### src/rtl/core/u16u8_pkg.sv
// ----------------------------------------------------------------------------
// u16u8_pkg
// Shared types and constants for the UTF-16 to UTF-8 encoder.
// ----------------------------------------------------------------------------
package u16u8_pkg;

   localparam logic [15:0] CAPACITY_RESET = 16'hFFFF;
   localparam logic        STATUS_OK      = 1'b0;
   localparam logic        STATUS_OVERFLOW = 1'b1;

   localparam logic [15:0] ONE_BYTE_LIMIT = 16'h0080;
   localparam logic [15:0] TWO_BYTE_LIMIT = 16'h0800;
   localparam logic [5:0]  HI_SURR_TAG    = 6'b110110;
   localparam logic [5:0]  LO_SURR_TAG    = 6'b110111;
   localparam logic [10:0] SUPP_PLANE_OFS = 11'h040;
   localparam logic [7:0]  LEAD_2         = 8'hC0;
   localparam logic [7:0]  LEAD_3         = 8'hE0;
   localparam logic [7:0]  LEAD_4         = 8'hF0;
   localparam logic [7:0]  CONT_MARK      = 8'h80;

   // Per-string encoder state.
   typedef struct packed {
      logic [9:0]  held;
      logic        pend;
      logic [15:0] cnt;
      logic        drop;
   } state_type;

   // All result beats caused by one code unit.
   typedef struct packed {
      logic [5:0][7:0] bytes;
      logic [2:0]      num;
      logic            ovf;
      logic            eos;
      logic [15:0]     cnt;
   } job_type;

endpackage

### src/rtl/core/u16u8_step.sv
// ----------------------------------------------------------------------------
// u16u8_step
// Encodes one code unit against the current string state: builds the byte
// groups, checks them against the capacity and gives the next state.
// ----------------------------------------------------------------------------
module u16u8_step
   import u16u8_pkg::*;
(
   input  logic [15:0] code_unit,
   input  logic        last_unit,
   input  logic [15:0] capacity,
   input  state_type   cur,
   output state_type   state_in,
   output job_type     job_in
);

   typedef struct packed {
      logic [3:0][7:0] b;
      logic [2:0]      len;
   } grp_type;

   function automatic grp_type encode_bmp(input logic [15:0] u);
      grp_type g;
      g = '0;
      if (u < ONE_BYTE_LIMIT) begin
         g.b[0] = u[7:0];
         g.len  = 3'd1;
      end else if (u < TWO_BYTE_LIMIT) begin
         g.b[0] = LEAD_2 | {3'b000, u[10:6]};
         g.b[1] = CONT_MARK | {2'b00, u[5:0]};
         g.len  = 3'd2;
      end else begin
         g.b[0] = LEAD_3 | {4'b0000, u[15:12]};
         g.b[1] = CONT_MARK | {2'b00, u[11:6]};
         g.b[2] = CONT_MARK | {2'b00, u[5:0]};
         g.len  = 3'd3;
      end
      return g;
   endfunction

   logic        is_hi;
   logic        is_lo;
   logic        pair;
   logic        hold;
   logic [20:0] cp;
   grp_type     g0;
   grp_type     g1;
   logic [16:0] sum0;
   logic [16:0] sum1;
   logic        ovf0;
   logic        ovf1;

   assign is_hi = code_unit[15:10] == HI_SURR_TAG;
   assign is_lo = code_unit[15:10] == LO_SURR_TAG;
   assign pair  = cur.pend && is_lo;
   assign hold  = !pair && is_hi && !last_unit;
   assign cp    = {11'(cur.held) + SUPP_PLANE_OFS, code_unit[9:0]};

   always_comb begin
      g0 = '0;
      if (pair) begin
         g0.b[0] = LEAD_4 | {5'b00000, cp[20:18]};
         g0.b[1] = CONT_MARK | {2'b00, cp[17:12]};
         g0.b[2] = CONT_MARK | {2'b00, cp[11:6]};
         g0.b[3] = CONT_MARK | {2'b00, cp[5:0]};
         g0.len  = 3'd4;
      end else if (cur.pend) begin
         // flush the unpaired high surrogate in 3-byte form
         g0 = encode_bmp({HI_SURR_TAG, cur.held});
      end
   end

   assign g1 = (pair || hold) ? grp_type'('0) : encode_bmp(code_unit);

   // one byte of the capacity stays free for the terminator
   assign sum0 = {1'b0, cur.cnt} + 17'(g0.len);
   assign sum1 = sum0 + 17'(g1.len);
   assign ovf0 = (g0.len != 3'd0) && !(sum0 < {1'b0, capacity});
   assign ovf1 = !ovf0 && (g1.len != 3'd0) && !(sum1 < {1'b0, capacity});

   always_comb begin
      case (g0.len)
         3'd3:    job_in.bytes = {g1.b[2:0], g0.b[2:0]};
         3'd4:    job_in.bytes = {16'h0000, g0.b};
         default: job_in.bytes = {16'h0000, g1.b};
      endcase

      job_in.ovf = !cur.drop && (ovf0 || ovf1);
      job_in.eos = job_in.ovf || last_unit;
      job_in.cnt = cur.cnt;
      if (cur.drop) begin
         job_in.num = 3'd0;
      end else if (ovf0) begin
         job_in.num = 3'd1;
      end else if (ovf1) begin
         job_in.num = g0.len + 3'd1;
      end else begin
         job_in.num = g0.len + g1.len;
      end

      state_in = cur;
      if (cur.drop) begin
         state_in.drop = !last_unit;
      end else if (ovf0 || ovf1) begin
         state_in      = '0;
         state_in.drop = !last_unit;
      end else if (last_unit) begin
         state_in = '0;
      end else begin
         state_in.cnt  = sum1[15:0];
         state_in.pend = hold;
         if (hold) begin
            state_in.held = code_unit[9:0];
         end
      end
   end

endmodule

### src/rtl/core/utf16_to_utf8_encoder.sv
// ----------------------------------------------------------------------------
// utf16_to_utf8_encoder
// Streams UTF-16 code units in and UTF-8 bytes out, one byte per beat.
// ----------------------------------------------------------------------------
// Each accepted code unit yields its UTF-8 bytes as separate result beats:
// one to three for a BMP unit, four for a surrogate pair (the high surrogate
// is held until the next unit), and up to six when an unpaired high is
// flushed ahead of the next unit. A running count is checked against
// csr_wr_data's capacity with one byte kept for a terminator; a group that
// does not fit ends the string with one overflow beat (byte 0, status 1) and
// the rest of that string is dropped. Throughput is set by the byte-wide
// result register: a unit occupies it one cycle per beat it produces while
// rsp_tready is high, so plain ASCII runs at one unit a cycle; units that
// yield nothing (held or dropped) emit no beat, and a longer group holds the
// next unit back until its last beat is loaded. A result beat passes through
// the input, beat-list and result registers before it is presented.
// ----------------------------------------------------------------------------
module utf16_to_utf8_encoder
   import u16u8_pkg::*;
(
   input  logic        clock,
   input  logic        reset,

   input  logic        csr_wr_en,
   input  logic [15:0] csr_wr_data,   // dest_capacity

   input  logic        req_tvalid,
   output logic        req_tready,
   input  logic [15:0] req_tdata,     // [15:0] code_unit
   input  logic        req_tlast,     // last_unit

   output logic        rsp_tvalid,
   input  logic        rsp_tready,
   output logic [23:0] rsp_tdata,     // [7:0] out_byte, [23:8] bytes_written
   output logic        rsp_tlast,     // end_of_string
   output logic        rsp_tuser      // status
);

   logic [15:0] capacity_ff;

   logic        in_valid_ff;
   logic [15:0] in_unit_ff;
   logic        in_last_ff;

   state_type   state_ff;
   state_type   state_in;
   job_type     job_in;

   logic        job_valid_ff;
   job_type     job_ff;
   logic [2:0]  job_idx_ff;
   logic [15:0] job_cnt_ff;

   logic        rsp_valid_ff;
   logic [7:0]  rsp_byte_ff;
   logic [15:0] rsp_count_ff;
   logic        rsp_last_ff;
   logic        rsp_status_ff;

   logic        out_load;
   logic        final_beat;
   logic        ovf_beat;
   logic        job_free;
   logic        in_take;

   u16u8_step u_step (
      .code_unit (in_unit_ff),
      .last_unit (in_last_ff),
      .capacity  (capacity_ff),
      .cur       (state_ff),
      .state_in  (state_in),
      .job_in    (job_in)
   );

   assign out_load   = job_valid_ff && (!rsp_valid_ff || rsp_tready);
   assign final_beat = job_idx_ff == (job_ff.num - 3'd1);
   assign ovf_beat   = job_ff.ovf && final_beat;
   assign job_free   = !job_valid_ff || (out_load && final_beat);
   assign in_take    = in_valid_ff && job_free;
   assign req_tready = !in_valid_ff || in_take;

   always_ff @(posedge clock) begin
      if (reset) begin
         capacity_ff <= CAPACITY_RESET;
      end else if (csr_wr_en) begin
         capacity_ff <= csr_wr_data;
      end
   end

   // input register
   always_ff @(posedge clock) begin
      if (reset) begin
         in_valid_ff <= 1'b0;
      end else if (req_tready) begin
         in_valid_ff <= req_tvalid;
      end
      if (req_tready && req_tvalid) begin
         in_unit_ff <= req_tdata;
         in_last_ff <= req_tlast;
      end
   end

   // string state and the beat list of the unit being emitted
   always_ff @(posedge clock) begin
      if (reset) begin
         state_ff     <= '0;
         job_valid_ff <= 1'b0;
      end else begin
         if (in_take) begin
            state_ff     <= state_in;
            job_valid_ff <= job_in.num != 3'd0;
         end else if (out_load && final_beat) begin
            job_valid_ff <= 1'b0;
         end
      end
      if (in_take) begin
         job_ff     <= job_in;
         job_idx_ff <= 3'd0;
         job_cnt_ff <= job_in.cnt;
      end else if (out_load) begin
         job_idx_ff <= job_idx_ff + 3'd1;
         job_cnt_ff <= job_cnt_ff + 16'd1;
      end
   end

   // result register
   always_ff @(posedge clock) begin
      if (reset) begin
         rsp_valid_ff <= 1'b0;
      end else if (out_load) begin
         rsp_valid_ff <= 1'b1;
      end else if (rsp_tready) begin
         rsp_valid_ff <= 1'b0;
      end
      if (out_load) begin
         rsp_byte_ff   <= ovf_beat ? 8'h00 : job_ff.bytes[job_idx_ff];
         rsp_count_ff  <= ovf_beat ? job_cnt_ff : job_cnt_ff + 16'd1;
         rsp_last_ff   <= final_beat && job_ff.eos;
         rsp_status_ff <= ovf_beat ? STATUS_OVERFLOW : STATUS_OK;
      end
   end

   assign rsp_tvalid = rsp_valid_ff;
   assign rsp_tdata  = {rsp_count_ff, rsp_byte_ff};
   assign rsp_tlast  = rsp_last_ff;
   assign rsp_tuser  = rsp_status_ff;

`ifndef SYNTHESIS
   a_idx_in_range: assert property (@(posedge clock) disable iff (reset)
      job_valid_ff |-> job_idx_ff < job_ff.num)
      else $error("beat index past end of beat list");

   a_drop_clean: assert property (@(posedge clock) disable iff (reset)
      state_ff.drop |-> !state_ff.pend && state_ff.cnt == 16'd0)
      else $error("dropping string still holds count or surrogate");

   a_ovf_ends: assert property (@(posedge clock) disable iff (reset)
      rsp_valid_ff && rsp_status_ff == STATUS_OVERFLOW |->
         rsp_last_ff && rsp_byte_ff == 8'h00)
      else $error("overflow beat does not end the string");

   a_in_hold: assert property (@(posedge clock) disable iff (reset)
      in_valid_ff && !in_take |=> in_valid_ff && $stable(in_unit_ff))
      else $error("stalled input unit lost");
`endif

endmodule
### config.mk
export PLATFORM = sky130hd
export DESIGN_NAME = utf16_to_utf8_encoder
export DESIGN_NICKNAME = d
export VERILOG_FILES = /design/src/rtl/core/u16u8_pkg.sv /design/src/rtl/core/u16u8_step.sv /design/src/rtl/core/utf16_to_utf8_encoder.sv
export SDC_FILE = /design/constraint.sdc
export NUM_CORES = 1
export LEC_CHECK = 0
export ABC_CLOCK_PERIOD_IN_PS = 6300
export BUFFER_PORTS_ARGS = -buffer_cell sky130_fd_sc_hd__clkbuf_2
export CAP_MARGIN = 30
export CORE_UTILIZATION = 35
export DETAILED_ROUTE_END_ITERATION = 16
export GPL_TIMING_DRIVEN = 0
export SYNTH_ARGS = -nofsm -noshare
export SYNTH_HDL_FRONTEND = slang
export SYNTH_SLANG_ARGS = --single-unit
export TNS_END_PERCENT = 1
### constraint.sdc
create_clock -name clock -period 6.3 [get_ports clock]
set_input_delay 1.26 -clock clock [delete_from_list [all_inputs] [get_ports clock]]
set_output_delay 1.26 -clock clock [all_outputs]
set_load 0.01 [all_outputs]
==> summary.txt <==
Status
  – Status: finished clean

STA
  – Worst Max-Slew Pin Slew: 0.926 ns
  – Setup WS post-layout: 0.396 ns
  – # setup viols final: 0
  – Clk_skew: 0.0122 ns
  – Final Cycle Share: 93.7%
  – Final Max Slew Viols: 0
  – Worst slew margin: 37.7%
  – Final hold vios: 0
  – Crit path time final: 5.90 ns
  – Max Freq: 169 MHz

Setup path
  – Worst Path Required: 6.59 ns
  – FF-to-FF Start: in_unit_ff[15]
  – CP Launch Point: in_unit_ff[15]
  – Crit-path max FO: 9
  – CP arrival: 6.20 ns
  – Worst Setup End Kind: register
  – Setup CP Type: register to register
  – CP Launch Type: register

Yosys
  – Number of synthesized flops with an enable pin: 108
  – Post-Syn Area: 0.00853 mm^2
  – Distinct cells, synth: 75
  – Leading area contributor after synthesis: edfxtp_1
  – FF+latch count, synth: 158
  – Area contributors post-synth: edfxtp_1 38%, dfxtp_1 12%, ha_1 5.9%, nand2_1 5.3%, xnor2_1 4.6%
  – Seq/Total Area, Yosys: 49.7%
  – Count leader, synth: nand2_1
  – Yosys top cell area share: 38.0%
  – Synth Instances: 812
  – Most used DFF post-synth: edfxtp_1
  – Async SR Flop Fraction: 0%
  – Synth Area per Inst: 10.5 um^2
  – Most frequent cells after synthesis: 121 x nand2_1, 108 x edfxtp_1, 64 x nor2_1
  – Yosys warnings: 0
  – Syn nets: 893

Global route
  – GRT Total Usage: 16.4%
  – First-pass GRT wire length: 31.5 mm
  – Initial antenna violation count: 0
  – Grt total ovfl: 0
  – Pin count of the biggest net entering global routing: 32
  – Vias in the first global route: 5957

Finish
  – Layout cell share with drive strength beyond 1: 20.3%
  – # diodes: 0
  – Final net count: 994
  – Syn-to-layout area delta: 19.4%

Route
  – Final ANT Viol Nets: 0
  – Residual DRC: 0
  – DR vias/cell: 4.94
  – Drt total wl: 19.2 mm
  – Vias: 6151
  – Wire length per cell: 15.5 um
  – Pre-Repair DR Iteration Count: 5
  – DR iter-0 viols: 438

Pwr
  – Power density over the cells: 264 mW/mm^2
  – Cell Int Power: 0.00197 W
  – Peak supply drop: 185 uV
  – Total power draw: 0.00269 W
  – Leakage: 4.12 nW
  – Switching share of power: 26.8%
  – Sequential group share of total power: 47.2%
  – Clock Power Share: 37.1%
  – Logic pwr share: 15.7%
  – Net switching power: 0.000721 W

Clock tree
  – CTS tree: done
  – CTS max path bufs: 2
  – TritonCTS buffer count: 17
  – Worst skew pair latency: 0.43 ns
  – CTS root buf: clkbuf_16
  – Post-CTS Hold Fix Bufs: 0
  – Clock Pin Slew Worst Setup and Hold Paths: 0.07 ns
  – # H-tree levels: 4
  – Clock tree sinks: 158

Die
  – Die Span Y: 158 um
  – Core Area: 0.0237 mm^2
  – IO Pins: 66
  – DIE WIDTH: 158 um
  – Initial Util: 36.0%
  – # rows: 56
  – Die area: 0.0250 mm^2

Hold path
  – Hold Crit Class: register to register
  – Hold path start: state_ff[21]

Placed design
  – Pre-CTS WS: -0.971 ns
  – Port bufs: 64
  – Post-DP HPWL: 14.6 mm
  – Placer Congestion: 0.862

Job
  – MaxCap Viol Count: 0
[path summary, 6_finish.rpt]
check                                     to  slack, ns  cells past startpoint
worst max-delay path            job_valid_ff       0.40                     26
worst min-delay path            state_ff[21]       0.51                      1
worst max register to register  job_valid_ff       0.40                     26
worst min register to register  state_ff[21]       0.51                      1
[power groups by stage]
stage	sequential [W]	combinational, W	clock (W)
after global routing	0.00128	0.000479	0.00107
after global placement	0.00129	0.000413	0
after detailed placement	0.00129	0.000425	0
final	0.00127	0.000423	0.00100
after floorplan	0.00129	0.000291	0
after CTS	0.00127	0.000428	0.00102
[routing by layer]
layer	GRT usage (%)	wire (um)	vias to the layer above	part of all wire (%)
li1	-	-	3140	-
met1	23.7	9530	2815	50
met2	23.7	8130	173	42
met3	3.75	1280	23	6.6
met4	5.59	304	0	1.6
met5	0	0	-	0
[critical path, stage by stage, from the launching register on]
cell and delay [ns]:
edfxtp_1 0.37, nand4_1 0.22, nor3b_2 0.23, buf_4 0.20, nand2_2 0.15, inv_2 0.14, ha_2 0.33, and2b_2 0.26
buf_12 0.14, o21ai_1 0.22, xnor2_2 0.18, ha_1 0.30, a21o_1 0.19, a21o_1 0.17, a21oi_1 0.13, nor3_1 0.05
or4_1 0.52, a31o_2 0.35, or2_1 0.26, o21ai_0 0.10, ha_1 0.18, inv_1 0.05, fa_1 0.40, xnor2_2 0.18
nand2_1 0.09, o311ai_2 0.24, a21oi_1 0.10
[repair_timing]
item | CTS | global route
pin swaps | 1 | 9
buffers inserted | 4 | 13
setup endpoints to repair | 24 | 4
gates resized for setup | 10 | 32
[state kept, by name, summed over array words and instances, names as in the netlist]
signal / count
capacity_ff: 16
in_last_ff: 1
in_unit_ff: 16
in_valid_ff: 1
job_cnt_ff: 16
job_ff: 49
job_idx_ff: 3
job_valid_ff: 1
rsp_byte_ff: 8
rsp_count_ff: 16
rsp_tlast: 1
rsp_tuser: 1
rsp_tvalid: 1
state_ff: 28
[stage by stage]
stage               area, um^2  util [%]  hold slack (ns)  instances  TNS, ns
detailed placement        9300      39.3            0.484       1198    -3.06
finish                   10200      43.0            0.508       1245        0
global route             10200      43.0            0.529       1245  -0.0440
floorplan                 8530         -            0.457        812        0
CTS                       9940      42.0            0.505       1232        0
global placement          9250      39.1            0.484       1195    -2.14
[cell families (layout without fill, tap and decap cells)]
| kind of cell | count (synthesis) | in the layout | synth area share [%] |
|---|---|---|---|
| simple gates | 277 | 277 | 15.5 |
| compound gates | 170 | 170 | 13.7 |
| flops | 158 | 158 | 49.7 |
| buf+inv | 76 | 190 | 4.00 |
| xor+xnor | 66 | 66 | 6.77 |
| fa+ha+maj | 43 | 43 | 6.57 |
| mux | 22 | 22 | 3.71 |
[cell type report]
type                    count  area (um^2)
clock inverters            11         93.8
multi-input cells         578         4120
repair buffers             84          500
fillers                  2373        13500
flip-flops and latches    158         4240
clock buffers              21          492
plain buffers              37          201
inverters                  37          139
well taps                 319          399
[placed cells by master (no fill, tap or decap), types with 26 or more instances in the layout]
master and count:
edfxtp_1 108, ha_1 38, o21ai_0 38, nand2_1 117, dfxtp_1 50, xnor2_1 38, nor2_1 60, inv_1 34
clkbuf_2 66, a22o_1 26
Power figures use the tool's default switching activity.
